===== src/hw/rtl/hpb_pkg.sv =====
// ----------------------------------------------------------------------------
// hpb_pkg
// Shared widths, latencies, result type and elaboration-time constants for
// the horizontal projection basis core (Q60 CORDIC constants).
// ----------------------------------------------------------------------------
package hpb_pkg;

    // field widths of one beat
    localparam int ALT_W  = 25;
    localparam int AZ_W   = 26;
    localparam int VEC_W  = 32;
    localparam int S_DATA_W = 56;
    localparam int M_DATA_W = 264;

    // default parameter values
    localparam int DEF_ANGLE_FRAC_BITS = 16;
    localparam int DEF_OUT_FRAC_BITS   = 30;
    localparam int DEF_CORDIC_STAGES   = 32;

    // pipeline depth of the angle reduction and the combining stages
    localparam int RED_LAT  = 7;
    localparam int COMB_LAT = 6;

    localparam logic [63:0] ONE_Q60 = 64'd1 << 60;

    // result vectors, Q1.OUT_FRAC_BITS in 32 bits each
    typedef struct packed {
        logic [VEC_W-1:0] up_z;
        logic [VEC_W-1:0] up_y;
        logic [VEC_W-1:0] up_x;
        logic [VEC_W-1:0] right_y;
        logic [VEC_W-1:0] right_x;
        logic [VEC_W-1:0] center_z;
        logic [VEC_W-1:0] center_y;
        logic [VEC_W-1:0] center_x;
    } hpb_vec_t;

    // (a * b) >> 60, kept to 64 bits
    function automatic logic [63:0] mul_q60_f(input logic [63:0] a, input logic [63:0] b);
        logic [127:0] p;
        p = {64'd0, a} * {64'd0, b};
        return p[123:60];
    endfunction

    // shift-subtract unsigned division for the constant tables
    function automatic logic [63:0] udiv64_f(input logic [63:0] n, input logic [63:0] d);
        logic [64:0] rem;
        logic [63:0] q;
        rem = 65'd0;
        q   = 64'd0;
        for (int b = 63; b >= 0; b--) begin
            rem = {rem[63:0], n[b]};
            if (rem >= {1'b0, d}) begin
                rem  = rem - {1'b0, d};
                q[b] = 1'b1;
            end
        end
        return q;
    endfunction

    // atan(2^-i) in Q60 by its series, i >= 1
    function automatic logic [63:0] atan_pow2_f(input int i);
        logic [63:0] sum;
        logic [63:0] p;
        logic [63:0] d;
        logic        neg;
        sum = 64'd0;
        p   = ONE_Q60 >> i;
        neg = 1'b0;
        for (int k = 0; k < 64; k++) begin
            if (p != 64'd0) begin
                d   = 64'(2 * k + 1);
                sum = neg ? sum - udiv64_f(p, d) : sum + udiv64_f(p, d);
                neg = !neg;
                p   = (2 * i < 64) ? p >> (2 * i) : 64'd0;
            end
        end
        return sum;
    endfunction

    // pi/4 = atan(1/2) + atan(1/3)
    function automatic logic [63:0] quarter_pi_f();
        logic [63:0] sum;
        logic [63:0] p;
        logic [63:0] d;
        logic        neg;
        sum = atan_pow2_f(1);
        p   = ONE_Q60 / 64'd3;
        neg = 1'b0;
        for (int k = 0; k < 64; k++) begin
            if (p != 64'd0) begin
                d   = 64'(2 * k + 1);
                sum = neg ? sum - udiv64_f(p, d) : sum + udiv64_f(p, d);
                neg = !neg;
                p   = udiv64_f(p, 64'd9);
            end
        end
        return sum;
    endfunction

    function automatic logic [63:0] atan_q60_f(input int i);
        return (i == 0) ? quarter_pi_f() : atan_pow2_f(i);
    endfunction

    // 1/G for n stages: G^2 product, then Newton steps on 1/sqrt
    function automatic logic [63:0] inv_gain_f(input int n);
        logic [63:0] g2;
        logic [63:0] y;
        logic [63:0] t;
        g2 = ONE_Q60;
        for (int i = 0; i < 64; i++) begin
            if (i < n && 2 * i < 64)
                g2 = g2 + (g2 >> (2 * i));
        end
        y = ONE_Q60 / 64'd10 * 64'd6;
        for (int i = 0; i < 8; i++) begin
            t = mul_q60_f(g2, mul_q60_f(y, y));
            y = mul_q60_f(y, 64'd3 * ONE_Q60 - t) >> 1;
        end
        return y;
    endfunction

    localparam logic [63:0] PI_Q60 = 64'd4 * quarter_pi_f();

endpackage


===== src/hw/rtl/hpb_skid.sv =====
// ----------------------------------------------------------------------------
// hpb_skid
// Output register with a skid stage, so the pipeline moves one more beat
// while a result waits and the ready path is registered.
// ----------------------------------------------------------------------------
module hpb_skid #(
    parameter int DW = hpb_pkg::M_DATA_W + 1
) (
    input  logic          aclk,
    input  logic          aresetn,
    input  logic          in_valid,
    output logic          in_ready,
    input  logic [DW-1:0] in_data,
    output logic          out_valid,
    input  logic          out_ready,
    output logic [DW-1:0] out_data
);

    logic          out_valid_reg;
    logic [DW-1:0] out_data_reg;
    logic          skid_valid_reg;
    logic [DW-1:0] skid_data_reg;

    assign in_ready = !skid_valid_reg;

    always_ff @(posedge aclk) begin
        if (!aresetn) begin
            out_valid_reg  <= 1'b0;
            skid_valid_reg <= 1'b0;
        end else if (out_ready || !out_valid_reg) begin
            // output register free: drain skid first
            if (skid_valid_reg) begin
                out_valid_reg  <= 1'b1;
                out_data_reg   <= skid_data_reg;
                skid_valid_reg <= 1'b0;
            end else begin
                out_valid_reg <= in_valid;
                out_data_reg  <= in_data;
            end
        end else if (in_valid && !skid_valid_reg) begin
            skid_valid_reg <= 1'b1;
            skid_data_reg  <= in_data;
        end
    end

    assign out_valid = out_valid_reg;
    assign out_data  = out_data_reg;

endmodule


===== config.mk =====
export PLATFORM = sky130hd
export DESIGN_NAME = hpb_skid
export DESIGN_NICKNAME = d
export VERILOG_FILES = /design/src/hw/rtl/hpb_pkg.sv /design/src/hw/rtl/hpb_skid.sv
export SDC_FILE = /design/constraint.sdc
export NUM_CORES = 1
export LEC_CHECK = 0
export ABC_AREA = 1
export CORE_UTILIZATION = 25
export CTS_BUF_LIST = sky130_fd_sc_hd__clkbuf_4
export DETAILED_ROUTE_END_ITERATION = 16
export DONT_BUFFER_PORTS = 1
export PLACE_DENSITY_LB_ADDON = 0.12
export REMOVE_ABC_BUFFERS = 1
export SYNTH_ARGS = -nofsm -noshare
export SYNTH_HDL_FRONTEND = slang
export SYNTH_SLANG_ARGS = --single-unit

===== constraint.sdc =====
create_clock -name aclk -period 24.9 [get_ports aclk]
set_input_delay 2.49 -clock aclk [delete_from_list [all_inputs] [get_ports aclk]]
set_output_delay 2.49 -clock aclk [all_outputs]
set_load 0.02 [all_outputs]

==> flow_metrics.py, run 1 <==
metrics = {
    "clocking": {
        "cts_hold_repair.buffers": 0,
        "sinks_on_the_clock_net": 532,
        "htreeDepth": 4,
        "clk_path_buf_depth": 3,
        "cts_setup_buffers": 0,
        "worst_skew_pair.late_latency_ns": 0.93,
        "cts.clk_slew.worst_paths_ns": 0.06,
        "numCtsBuffers": 154,
        "cts_tree": "yes",
        "cts_root_buf": "sky130_fd_sc_hd__clkbuf_4",
        "post_cts_gate_resize_count": 0,
    },
    "pwr": {
        "internal_power_mw": 1.460,
        "combPwrFrac": 0.027,
        "power.density_nw_per_um2": 87.02,
        "ir_worst_vdd_mv": 0.03317,
        "p_switching_uw": 479.7,
        "sw_frac_of_total": 0.2473,
        "seqPwrFrac": 0.563,
        "clock_power_share": 0.411,
        "leakage_nw": 8.418,
        "post_route_total_power_mw": 1.939,
    },
    "synthesis": {
        "yosysSeqAreaShare": 0.8206,
        "syn_area_per_cell_um2": 13.93,
        "synth_top_family_by_area": "simple AND/OR/NAND/NOR gates",
        "yosys_warns": 0,
        "synth_compound_area_frac": 0.0006435,
        "post_synth_and_or_nand_nor_area_fraction": 0.1547,
        "yosys-top-cells-count": "797 x sky130_fd_sc_hd__nand2_1, 530 x sky130_fd_sc_hd__edfxtp_1, 26 x sky130_fd_sc_hd__buf_2",
        "synth-async-reset-ratio": 0,
        "netlist.area_leader.share": 0.8186,
        "synth_mux_area_frac": 0,
        "synth-adder-area-share": 0,
        "yosys.area_share.xor_xnor": 0,
        "synth_enable_flop_cells": 530,
        "mappedNetlistArea_um2": 19440,
        "synth_top_flop_cell": "sky130_fd_sc_hd__edfxtp_1",
        "yosys-top-cells-area": "sky130_fd_sc_hd__edfxtp_1 82%, sky130_fd_sc_hd__nand2_1 15%, sky130_fd_sc_hd__buf_6 1.3%",
        "synth_cell_types": 13,
        "post-synth-top-count-cell": "sky130_fd_sc_hd__nand2_1",
        "synth_area_leader_cell": "sky130_fd_sc_hd__edfxtp_1",
        "synthCells": 1396,
        "synth-seq-cells": 532,
    },
    "placement": {
        "port_buffers": 0,
        "dpl.hpwl_um": 32030,
        "routability_congestion_estimate_from_global_placement": 0.7152,
    },
    "timing": {
        "report.final.hold_viol_count": 0,
        "report.final.setup_viol": 0,
        "slew_violations": 0,
        "timing.final.crit_period_ns": 4.973,
        "timing.fmax_mhz": 201.1,
        "fin_crit_sh": 0.1997,
        "worst_slew_pin_slew_ns": 1.131,
        "max_slew_headroom_at_the_worst_pin": 0.2460,
        "final.setup.tns_ns": 0,
        "clock_skew_ns": 0.05367,
        "grt_setup_unrepaired": "no",
    },
    "critical_path": {
        "setup.reg_to_reg.worst_slack_ns": 20.73,
        "setup.worst_path.start_class": "flop",
        "cp_max_fo": 101,
        "worstSetupEndpointType": "primary output",
        "cp_class": "flop to primary output",
        "crit_path_max_incr_delay_ns": 0.60,
        "crit_required_ns": 22.41,
        "critical-path-top-delay-family": "buffers and inverters",
        "critPathArrivalTime_ns": 2.48,
        "slowest_stage": "sky130_fd_sc_hd__buf_4",
        "path_buf_inv": 2,
        "timing.critical_path.cells": "inv_8 > buf_4",
    },
    "routing": {
        "detail-route-antenna-nets": 0,
        "drc": 0,
        "firstDrtPassIters": 7,
        "via_count_normalized_by_instance_count": 4.018,
        "vias": 10620,
        "routed_wirelength_um": 52530,
        "drt-wirelength-per-cell_um": 19.88,
        "detailedRoute.firstIterationViolations": 582,
    },
    "final_layout": {
        "area_growth_syn_to_layout_pct": 14.63,
        "n_fill_cell": 7835,
        "fraction_of_layout_instances_using_a_drive_strength_above_1": 0.1558,
        "finalNetCount": 1776,
    },
    "grt": {
        "number_of_antenna_violations_at_the_first_check_in_global_routing": 2,
        "overflow": 0,
        "largest_net_degree_at_the_start_of_global_routing": 102,
        "via_count_of_the_first_global_routing_pass": 10750,
        "grt_pass1_wl_um": 74090,
        "track_usage": 0.1295,
    },
    "floorplanning": {
        "design.core.area_um2": 76450,
        "fp.dieW_um": 280.9,
        "die-area_um2": 78890,
        "rows": 101,
        "die_h_um": 280.9,
        "floorplan.io_pins": 536,
        "initial_core_util": 0.2543,
    },
    "min_path": {
        "min-delay-path-class": "flop to flop",
    },
    "job": {
        "max_cap_violations": 0,
    },
    "status": {
        "outcome": "finished clean",
    },
}
==> metrics by stage <==
step / setup slack, ns / utilization / area [µm²] / hold WS (ns) / instances
global route: 19.62 / 0.2915 / 22280 / 0.4790 / 2642
finish: 19.93 / 0.2915 / 22290 / 0.4786 / 2643
detailed placement: 19.75 / 0.2669 / 20410 / 0.5005 / 2381
CTS: 19.59 / 0.2914 / 22280 / 0.4659 / 2641
global placement: 19.74 / 0.2669 / 20410 / 0.4987 / 2381
floorplan: 2.048 / - / 18990 / 0.4943 / 1337
==> tightest hold or removal path: cells and delay by family (launching register included) <==
family,cells,cell delay (ns)
and+or+nand+nor,2,0.10
DFF,1,0.32
==> metal layers <==
metal | track usage | vias up | wire, µm
li1 | - | 5051 | -
met1 | 0.1354 | 5025 | 19200
met2 | 0.2140 | 431 | 26120
met3 | 0.07224 | 113 | 5866
met4 | 0.05296 | 0 | 1341
met5 | 0 | - | 0
==> path summary, 6_finish.rpt <==
path                       from                 to  depth (start not counted)
max              skid_valid_reg           in_ready                          2
min          skid_data_reg[116]      out_data[116]                          2
max reg2reg      skid_valid_reg  skid_data_reg[50]                          6
min reg2reg  skid_data_reg[116]      out_data[116]                          2
==> cells by family after synthesis <==
| group | Yosys count |
|---|---|
| simple gates | 801 |
| flops | 532 |
| compound gates | 2 |
| buf+inv | 61 |
==> area by class of cell <==
type	count	area (µm²)	share of cell area
inverter	2	15.01	0.0006737
clock inverter	43	245.2	0.01100
antenna	2	5.005	0.0002246
sequential	532	15960	0.7161
multi-input combinational	803	3039	0.1364
timing repair buffer	14	105.1	0.004716
clock buffer	217	1629	0.07310
tap	1030	1289	0.05783
==> power groups by stage <==
stage	combinational, mW	clock (mW)	sequential (mW)
final	0.0516	0.797	1.09
after floorplan	0.0371	0	1.12
after global placement	0.0533	0	1.11
after detailed placement	0.0542	0	1.11
after global routing	0.0605	0.883	1.09
after CTS	0.0543	0.840	1.09
==> cell usage in the layout, fill, tap and decap left out <==
cell / instances
sky130_fd_sc_hd__nor2_4: 1
sky130_fd_sc_hd__clkbuf_4: 217
sky130_fd_sc_hd__a21boi_4: 1
sky130_fd_sc_hd__nand2_1: 797
sky130_fd_sc_hd__dfxtp_4: 1
sky130_fd_sc_hd__clkinv_4: 3
sky130_fd_sc_hd__bufinv_16: 1
sky130_fd_sc_hd__buf_4: 14
sky130_fd_sc_hd__diode_2: 2
sky130_fd_sc_hd__dfxtp_1: 1
sky130_fd_sc_hd__inv_1: 1
sky130_fd_sc_hd__o21ai_0: 1
sky130_fd_sc_hd__inv_2: 1
sky130_fd_sc_hd__clkinv_2: 2
sky130_fd_sc_hd__nor2_1: 2
sky130_fd_sc_hd__clkinvlp_4: 4
sky130_fd_sc_hd__edfxtp_1: 530
sky130_fd_sc_hd__nand3_1: 1
sky130_fd_sc_hd__inv_8: 1
sky130_fd_sc_hd__inv_6: 5
sky130_fd_sc_hd__clkinv_1: 27
No activity file was read; power rests on OpenSTA's default activity.
==> run 2: changes to the inputs <==
- clock period: 24.9 -> 4.7 ns (I/O delays scaled with it)
==> run 2 against run 1 <==
Net effect: routed wire length increased by 0.66%; critical path depth increased by 3; cell count rose by 11%; clock skew up 0.0082 ns; global-route usage grew 0.27 points; sequential share of layout area decreased by 8.3 points; via count increased by 10%; design area rose by 13%; register-to-register slack worse by 19 ns; largest power group unchanged.
==> flow_metrics.py, run 2 (synthesis results as in run 1) <==
metrics = {
    "status": {
        "outcome": "finished clean",
    },
    "grt": {
        "track_usage": 0.1322,
        "number_of_antenna_violations_at_the_first_check_in_global_routing": 8,
        "grt_pass1_wl_um": 77430,
        "via_count_of_the_first_global_routing_pass": 12190,
        "largest_net_degree_at_the_start_of_global_routing": 131,
        "overflow": 0,
    },
    "clocking": {
        "cts_hold_repair.buffers": 281,
        "clk_path_buf_depth": 3,
        "cts.clk_slew.worst_paths_ns": 0.06,
        "post_cts_gate_resize_count": 0,
        "cts_tree": "yes",
        "htreeDepth": 4,
        "cts_setup_buffers": 0,
        "numCtsBuffers": 154,
        "sinks_on_the_clock_net": 532,
        "cts_root_buf": "sky130_fd_sc_hd__clkbuf_4",
        "worst_skew_pair.late_latency_ns": 0.95,
    },
    "critical_path": {
        "crit_start": "skid_valid_reg",
        "setup.reg_to_reg.worst_slack_ns": 1.66,
        "cp_class": "flop to flop",
        "crit_required_ns": 5.54,
        "critical_path.endpoint": "out_valid",
        "reg2regPathDepth": 5,
        "cp_max_fo": 130,
        "setup.worst_path.start_class": "flop",
        "timing.rr.end": "out_valid",
        "worstReg2RegStart": "skid_valid_reg",
        "critPathArrivalTime_ns": 3.88,
        "worstSetupEndpointType": "flop",
    },
    "timing": {
        "clock_skew_ns": 0.06192,
        "report.final.setup_viol": 0,
        "worst_slew_pin_slew_ns": 0.9907,
        "grt_setup_unrepaired": "no",
        "holdWs_ns": 0.1998,
        "max_slew_headroom_at_the_worst_pin": 0.3395,
        "report.final.hold_viol_count": 0,
        "final.setup.tns_ns": 0,
        "slew_violations": 0,
        "timing.final.crit_period_ns": 3.038,
        "fin_crit_sh": 0.6464,
        "timing.fmax_mhz": 329.1,
    },
    "routing": {
        "drt-wirelength-per-cell_um": 18.07,
        "drc": 0,
        "via_count_normalized_by_instance_count": 3.995,
        "detailedRoute.firstIterationViolations": 524,
        "routed_wirelength_um": 52880,
        "vias": 11690,
        "detail-route-antenna-nets": 0,
        "firstDrtPassIters": 4,
    },
    "pwr": {
        "clock_power_share": 0.406,
        "internal_power_mw": 7.946,
        "leakage_nw": 9.648,
        "seqPwrFrac": 0.546,
        "ir_worst_vdd_mv": 0.2292,
        "sw_frac_of_total": 0.2488,
        "power.density_nw_per_um2": 419.4,
        "p_switching_mw": 2.632,
        "combPwrFrac": 0.048,
    },
    "placement": {
        "routability_congestion_estimate_from_global_placement": 0.7395,
        "dpl.hpwl_um": 31740,
        "area_of_placed_instances_um2": 20500,
        "port_buffers": 0,
    },
    "floorplanning": {
        "floorplan.io_pins": 536,
        "fp.dieW_um": 280.9,
        "initial_core_util": 0.2543,
        "die-area_um2": 78890,
        "rows": 101,
        "die_h_um": 280.9,
        "design.core.area_um2": 76450,
    },
    "min_path": {
        "min-delay-path-class": "input pin to flop",
    },
    "final_layout": {
        "layout.cell_area.non_filler_um2": 25220,
        "n_fill_cell": 7696,
        "final_common_cell": "sky130_fd_sc_hd__nand2_1",
        "finalNetCount": 2059,
        "area_growth_syn_to_layout_pct": 29.71,
        "mostFrequentLayoutCells": "797 x sky130_fd_sc_hd__nand2_1, 530 x sky130_fd_sc_hd__edfxtp_1, 281 x sky130_fd_sc_hd__dlygate4sd3_1",
        "fraction_of_layout_instances_using_a_drive_strength_above_1": 0.1373,
    },
    "job": {
        "max_cap_violations": 0,
    },
}
## run 2: metal layers
metal	global-route usage	routed length (µm)	part of all wire	up-vias
met5	0	38	0.00072	-
met4	0.06081	1297	0.025	6
met3	0.05977	4739	0.090	101
met2	0.2157	26530	0.50	413
met1	0.1470	20270	0.38	5549
li1	-	-	-	5625
## run 2: critical path, stage by stage, from the launching register on
cell,delay (ns)
sky130_fd_sc_hd__dfxtp_4,0.90
sky130_fd_sc_hd__buf_12,0.52
sky130_fd_sc_hd__o21ai_0,0.18
sky130_fd_sc_hd__dlygate4sd3_1,0.58
sky130_fd_sc_hd__nand2_1,0.05
sky130_fd_sc_hd__dlygate4sd3_1,0.54
## run 2: how the worst min path moves through the flow
stage	startpoint	endpoint	slack [ns]	depth (start not counted)
after detailed placement	skid_data_reg[48]	out_data[48]	0.50	2
after global placement	skid_data_reg[251]	out_data[251]	0.50	2
after floorplan	skid_data_reg[0]	out_data[0]	0.49	2
after CTS	in_data[35]	skid_data_reg[35]	0.003	1
after global routing	in_data[148]	skid_data_reg[148]	0.04	1
final	in_data[130]	skid_data_reg[130]	0.20	1
## run 2: per-stage QoR
stage | setup WS, ns | power [mW] | std cells | util
after global placement | 1.763 | 6.173 | 2383 | 0.2681
after detailed placement | 1.751 | 6.172 | 2383 | 0.2681
final | 1.662 | 10.58 | 2927 | 0.3299
after CTS | 1.529 | 10.86 | 2923 | 0.3297
after floorplan | -16.13 | 6.147 | 1337 | -
after global routing | 1.435 | 11.13 | 2927 | 0.3299
## run 2: power groups by stage
| stage | clock (mW) | sequential [mW] | combinational, mW |
|---|---|---|---|
| after floorplan | 0 | 5.95 | 0.196 |
| after global placement | 0 | 5.89 | 0.280 |
| after detailed placement | 0 | 5.89 | 0.286 |
| after CTS | 4.55 | 5.79 | 0.522 |
| after global routing | 4.77 | 5.79 | 0.571 |
| final | 4.29 | 5.78 | 0.506 |
## run 2: cell type report
| type | instances | area (µm²) | share of cell area |
|---|---|---|---|
| diodes | 4 | 10.01 | 0.0003969 |
| clock buffers | 224 | 1682 | 0.06668 |
| clock inverters | 35 | 217.7 | 0.008633 |
| inverters | 2 | 15.01 | 0.0005954 |
| multi-input cells | 803 | 3039 | 0.1205 |
| flip-flops and latches | 532 | 15960 | 0.6328 |
| well taps | 1030 | 1289 | 0.05110 |
| repair buffers | 297 | 3008 | 0.1193 |
